===== src/design/sate_ram.sv =====
`timescale 1ns / 1ps

module sate_ram #(
    parameter int WIDTH = 40,
    parameter int DEPTH = 28
) (
    input  logic                     i_clk,
    input  logic                     i_we,
    input  logic [$clog2(DEPTH)-1:0] i_waddr,
    input  logic [WIDTH-1:0]         i_wdata,
    input  logic [$clog2(DEPTH)-1:0] i_raddr,
    output logic [WIDTH-1:0]         o_rdata
);

    logic [WIDTH-1:0] r_mem [DEPTH];
    logic [WIDTH-1:0] r_rdata;

    always_ff @(posedge i_clk) begin
        if (i_we) begin
            r_mem[i_waddr] <= i_wdata;
        end
        r_rdata <= r_mem[i_raddr];
    end

    assign o_rdata = r_rdata;

endmodule


===== config.mk =====
export PLATFORM = sky130hd
export DESIGN_NAME = sate_ram
export DESIGN_NICKNAME = d
export VERILOG_FILES = /design/src/design/sate_ram.sv
export SDC_FILE = /design/constraint.sdc
export NUM_CORES = 1
export LEC_CHECK = 0
export BUFFER_PORTS_ARGS = -buffer_cell sky130_fd_sc_hd__buf_2
export CAP_MARGIN = 20
export CORE_UTILIZATION = 55
export CTS_BUF_LIST = sky130_fd_sc_hd__clkbuf_16
export DETAILED_ROUTE_END_ITERATION = 10
export PLACE_DENSITY_LB_ADDON = 0.3
export SLEW_MARGIN = 20
export SYNTH_ARGS = -nofsm -noshare
export SYNTH_HDL_FRONTEND = slang
export SYNTH_SLANG_ARGS = --single-unit
export TNS_END_PERCENT = 5

===== constraint.sdc =====
create_clock -name i_clk -period 7.95 [get_ports i_clk]
set_input_delay 1.59 -clock i_clk [delete_from_list [all_inputs] [get_ports i_clk]]
set_output_delay 1.59 -clock i_clk [all_outputs]
set_load 0.02 [all_outputs]

# --- After elaboration in Yosys (flattened, before gate mapping) ---
# Memory sizes are Yosys's and may differ from the RTL's. A register that Yosys moved wholly into a read port is not among the register bits.
# Cells that the tools add are included.
word_totals:
  mem_bits_rw: 1120
  elab_cells: 3
  memories: 1
  out_inout_bits: 40
  register_bits: 0
  inputBits: 52
op_classes:
  n_mux: 2
mem_list:
  columns: ["name", "depth", "word_bits", "rd", "rd_clocked_by_memory_dff", "write_ports", "line_no", "source"]
  rows:
  - ["r_mem", 28, 40, 1, 1, 1, "15", "logic [WIDTH-1:0] r_mem [DEPTH];"]
op_table:
  columns: ["operator", "count"]
  rows:
  - ["two-way mux 1 bit", 2]

# --- Depth between registers and ports, before layout ---
# Gate-level depths: netlist of run 1.
depth:
  ltp_word: 2
  mapped_depth: 9
  mapped_depth_nobuf: 4

# --- Worst setup path before layout of run 1 ---
# Ideal clock, no wire load.
synth_path:
  path_type: "in2reg"
  from: "input port i_waddr[1]"
  to: "memory r_mem[0][0], enable pin"
  required_ps: 7513
  slack_ps: 3594
  path_stages: 3
  path_buffers: 1
  arrival_ps: 3919
  cell_sequence: "or3b_2 clkbuf_1 nor2_1"
synth_lines:
  columns: ["element", "line_no", "source"]
  rows:
  - ["start: declaration", "9", "input logic [$clog2(DEPTH)-1:0] i_waddr,"]
  - ["end: declaration", "15", null]
# No word-level cell before the write port.

==> results.cfg, run 1 <==
[run_status]
status = finished clean

[flow_run]
cap_violations = 0

[sta]
slew_viol_final = 0
finalCriticalPeriod_ns = 3.835
fin_crit_sh_pct = 48.24
fin_ws_ns = 4.115
rsz0062_at_grt = no
worst_pin_slew_ns = 1.174
relSlewSlack_pct = 21.70
hold_viol_final = 0
fin_tns_setup_ns = 0
hold-worst-slack_ns = 0.5968
finalSetupViolCount = 0
fin_skew_ns = 0.01586
max_freq_mhz = 260.7

[synth]
ys_ff_latch = 1160
synth_seq_area_share_pct = 78.32
syn_nets = 2312
netlist_top_cells_area = edfxtp_1 (76%), mux2i_1 (7.7%), mux4_2 (5.3%), dfxtp_1 (1.8%), a22oi_1 (1.3%)
netlist_instances = 2260
syn_area_um2 = 43970
syn_avg_cell_area_um2 = 19.45
yosysTopAreaCellShare_pct = 76.49
synth.distinct_cells = 34
synth_area_leader_cell = edfxtp_1
yosys_warnings = 0

[worst_hold_path]
min_path_type = reg2reg

[placed_design]
pre_cts_ws_ns = 3.428
place.gp.congestion = 0.7604
io_buffers = 91
dp_hpwl_um = 49890

[setup_path]
slowest_stage = nor2b_1
worstSetupStartpointType = input pin
critPathTopFamily = simple AND/OR/NAND/NOR gates
crit_arrival_ns = 4.38
path_class = in2reg
required_ns = 8.50
cp_common_cell = buf_4
path_max_fanout = 36
critPathCaptureType = register
cpPeakStageDelay_ns = 0.68
crit_buf_inv = 2
worstPathCellList = buf_4 -> buf_4 -> nor2b_1 -> nand2b_1 -> o22ai_1 -> a211oi_2

[detailed_routing]
firstDrtPassIters = 6
drc_errors = 0
drt-total-wl_um = 100800
vias = 22017
drt_iter0_markers = 2335
drtAntennaViolNets = 0
via_per_inst = 6.235
wl_per_cell_um = 28.55

[grt]
grt_pass1_vias = 22389
track_usage_pct = 24.87
grt_pass1_wl_um = 146900
grt_antenna_before_repair = 8
grt_max_degree = 145
gr-total-overflow = 0

[die]
fp.dieW_um = 284.7
io_pins = 92
std_cell_rows = 103
die_h_um = 284.7
die_area_um2 = 81070
core_um2 = 79000
start_util_pct = 55.65

[cells_and_area]
fillers = 5356
final_common_cell = edfxtp_1
syn_to_final_growth_pct = 11.84
nets = 2433
drive_gt1_share_pct = 18.00
final_cell_mix = edfxtp_1 (1120), mux2i_1 (340), clkbuf_16 (114)

[clocking]
numCtsBuffers = 111
clk_latency_ns = 0.66
postCtsSetupBuffers = 0
cts_tree = built
clock-sinks = 1160
cts_max_path_buffers = 3
cts-hold-fix-buffers = 0
cts-resized-gates = 0
clockRootBuffer = clkbuf_16
clkTransAtPathRegs_ns = 0.07
h-tree-depth = 3

[pwr]
leakage_uw = 0.01643
power.total_uw = 12590
ir_worst_vdd_mv = 0.2145
power_density_nw_per_um2 = 256.1
[synth_stat cells (all sizes together)]
library cell	instances
edfxtp	1120
mux2i	340
nand2	109
mux4	103
buf	86
a21oi	85
nand3	79
a22oi	78
dfxtp	40
clkbuf	38
o22ai	35
nor2	33
nand4	26
a211oi	21
o21ai	14
nor2b	11
a2111o	7
a21boi	7
a221oi	7
nand2b	6
nand3b	6
or3b	3
and2	2
or3	2
inv	1
or2	1
[area by class of cell]
type	instances	area [um2]	share of cell area (%)
flip-flops and latches	1160	34430	70.02
multi-input cells	975	8981	18.26
clock buffers	114	2853	5.801
well taps	1050	1314	2.672
repair buffers	132	828.3	1.684
clock inverters	96	754.5	1.534
diodes	3	7.507	0.01527
inverters	1	3.754	0.007633
[kinds of logic after synthesis]
family / share of synthesized area, %
flops: 78.32
mux: 13.02
simple gates: 2.962
compound gates: 3.904
buf+inv: 1.801
[through the flow]
step,instances,cell area [um2],utilization (%)
after CTS,3528,49170,62.24
final,3531,49170,62.25
after detailed placement,3318,45560,57.67
after global routing,3531,49170,62.25
after global placement,3317,45540,57.65
after floorplan,2260,43970,-
[tightest hold or removal path: cells and delay by family, from the launching register on]
kind / cells / cell delay (ns)
and+or+nand+nor: 3 / 0.19
DFF: 1 / 0.32
muxes: 1 / 0.06
[final timing paths]
| check | start | endpoint | slack (ns) | depth (start not counted) |
|---|---|---|---|---|
| max | i_raddr[1] | o_rdata[11] | 4.11 | 6 |
| min | r_mem[13][3] | o_rdata[3] | 0.60 | 4 |
| max reg2reg | r_mem[15][23] | o_rdata[23] | 6.46 | 3 |
| min reg2reg | r_mem[13][3] | o_rdata[3] | 0.60 | 4 |
[state kept, by name (all words and copies together) (netlist names)]
name	flops
o_rdata	40
r_mem	1120
[where the power goes]
group / total [uW] / switching (uW) / internal (uW)
registers: 6830 / 35.2 / 6800
logic: 601 / 400 / 201
clock network: 5160 / 2200 / 2950
[per-layer routing]
| layer | routed length, um | GRT usage, % | part of all wire, % | vias up |
|---|---|---|---|---|
| met1 | 40760 | 34.36 | 40 | 11492 |
| met2 | 50510 | 41.36 | 50 | 928 |
| met3 | 6988 | 3.816 | 6.9 | 173 |
| li1 | - | - | - | 9414 |
| met5 | 61 | 0 | 0.061 | - |
| met4 | 2477 | 7.352 | 2.5 | 10 |
(Power assumes the default switching activity.)
==> run 2, diff against run 1 <==
- clock period: 7.95 -> 4 ns (I/O delays scaled with it)
==> results.cfg, run 2 (synthesis gave the netlist of run 1 again) <==
[run_status]
status = finished clean

[pwr]
seqPwrFrac_pct = 54.6
leakage_uw = 0.01663
ir_worst_vdd_mv = 0.4581
internal_power_uw = 19560
power_density_nw_per_um2 = 502.1
p_sw_uw = 5310
power_switching_share_pct = 21.35
clkPwrFrac_pct = 40.5
pwr-share-comb_pct = 4.9

[die]
die_area_um2 = 81070
io_pins = 92
start_util_pct = 55.65
die_h_um = 284.7
core_um2 = 79000
fp.dieW_um = 284.7
std_cell_rows = 103

[cells_and_area]
multiInputGateArea_um2 = 8981
nets = 2462
seq_area_um2 = 34430
fillers = 5334
final_cell_mix = edfxtp_1 (1120), mux2i_1 (340), clkbuf_16 (114)
largest_register_ffs = 1120
regMostFlops = r_mem
final_common_cell = edfxtp_1
final_core_util_pct = 62.70
syn_to_final_growth_pct = 12.66
drive_gt1_share_pct = 18.75

[clocking]
postCtsSetupBuffers = 0
clk_latency_ns = 0.68
cts-resized-gates = 0
clock-sinks = 1160
clkTransAtPathRegs_ns = 0.06
h-tree-depth = 3
numCtsBuffers = 114
cts-hold-fix-buffers = 0
clockRootBuffer = clkbuf_16
cts_max_path_buffers = 3
cts_tree = built

[sta]
worst_pin_slew_ns = 0.8727
relSlewSlack_pct = 41.82
fin_tns_setup_ns = 0
fin_skew_ns = 0.01894
slew_viol_final = 0
hold_viol_final = 0
fin_ws_ns = 1.668
hold-worst-slack_ns = 0.5758
max_freq_mhz = 428.7
finalSetupViolCount = 0
finalCriticalPeriod_ns = 2.333
fin_crit_sh_pct = 58.31
rsz0062_at_grt = no

[detailed_routing]
via_per_inst = 6.232
vias = 22172
drt-total-wl_um = 101200
wl_per_cell_um = 28.44
drtAntennaViolNets = 0
firstDrtPassIters = 5
drt_iter0_markers = 2468
drc_errors = 0

[grt]
grt_antenna_before_repair = 1
grt_pass1_vias = 22164
grt_pass1_wl_um = 147400
gr-total-overflow = 0
grt_max_degree = 78
track_usage_pct = 25.01

[placed_design]
dp_hpwl_um = 53170
place.gp.congestion = 0.8077
pre_cts_ws_ns = 1.001
io_buffers = 91

[worst_hold_path]
min_path_type = in2reg

[setup_path]
path_class = in2reg
crit_arrival_ns = 2.87
required_ns = 4.53
crit_buf_inv = 2
critPathTopFamily = simple AND/OR/NAND/NOR gates
cp_common_cell = buf_4
slowest_stage = and2_4
worstSetupStartpointType = input pin
critPathCaptureType = register
path_max_fanout = 44
cpPeakStageDelay_ns = 0.73
worstPathCellList = buf_4 -> and2_4 -> buf_4 -> a22oi_1 -> nand3_1 -> nand4_1

[flow_run]
cap_violations = 0
run 2: worst paths after layout:
kind	startpoint	end	slack [ns]	cells past startpoint
max	i_raddr[1]	o_rdata[5]	1.67	6
min reg2reg	r_mem[12][0]	o_rdata[0]	0.59	4
max reg2reg	r_mem[15][9]	o_rdata[9]	2.54	3
min	i_wdata[7]	r_mem[4][7]	0.58	1
run 2: power groups by stage:
| stage | combinational, uW | sequential, uW | clock (uW) |
|---|---|---|---|
| final | 1220 | 13600 | 10100 |
| after global routing | 1300 | 13600 | 10600 |
| after CTS | 1230 | 13600 | 10200 |
| after detailed placement | 1220 | 13800 | 0 |
| after global placement | 1190 | 13800 | 0 |
| after floorplan | 674 | 13900 | 0 |
run 2: through the flow:
stage                     instance area (um2)  total power (uW)  std cells
after floorplan                         43970             14550       2260
after CTS                               49530             25000       3557
final                                   49530             24870       3558
after detailed placement                45980             15060       3344
after global placement                  45980             15020       3344
after global routing                    49530             25540       3557
run 2: metal layers:
layer | part of all wire [%] | global-route usage (%)
met2 | 51 | 41.85
met1 | 40 | 34.13
met5 | 0.013 | 0
met4 | 2.9 | 7.917
met3 | 6.9 | 3.784
run 2: layout make-up:
type,count,share of cell area [%]
inverters,1,0.007578
diodes,1,0.005052
clock buffers,114,5.759
repair buffers,158,2.521
flip-flops and latches,1160,69.52
well taps,1050,2.652
multi-input cells,975,18.13
clock inverters,99,1.404
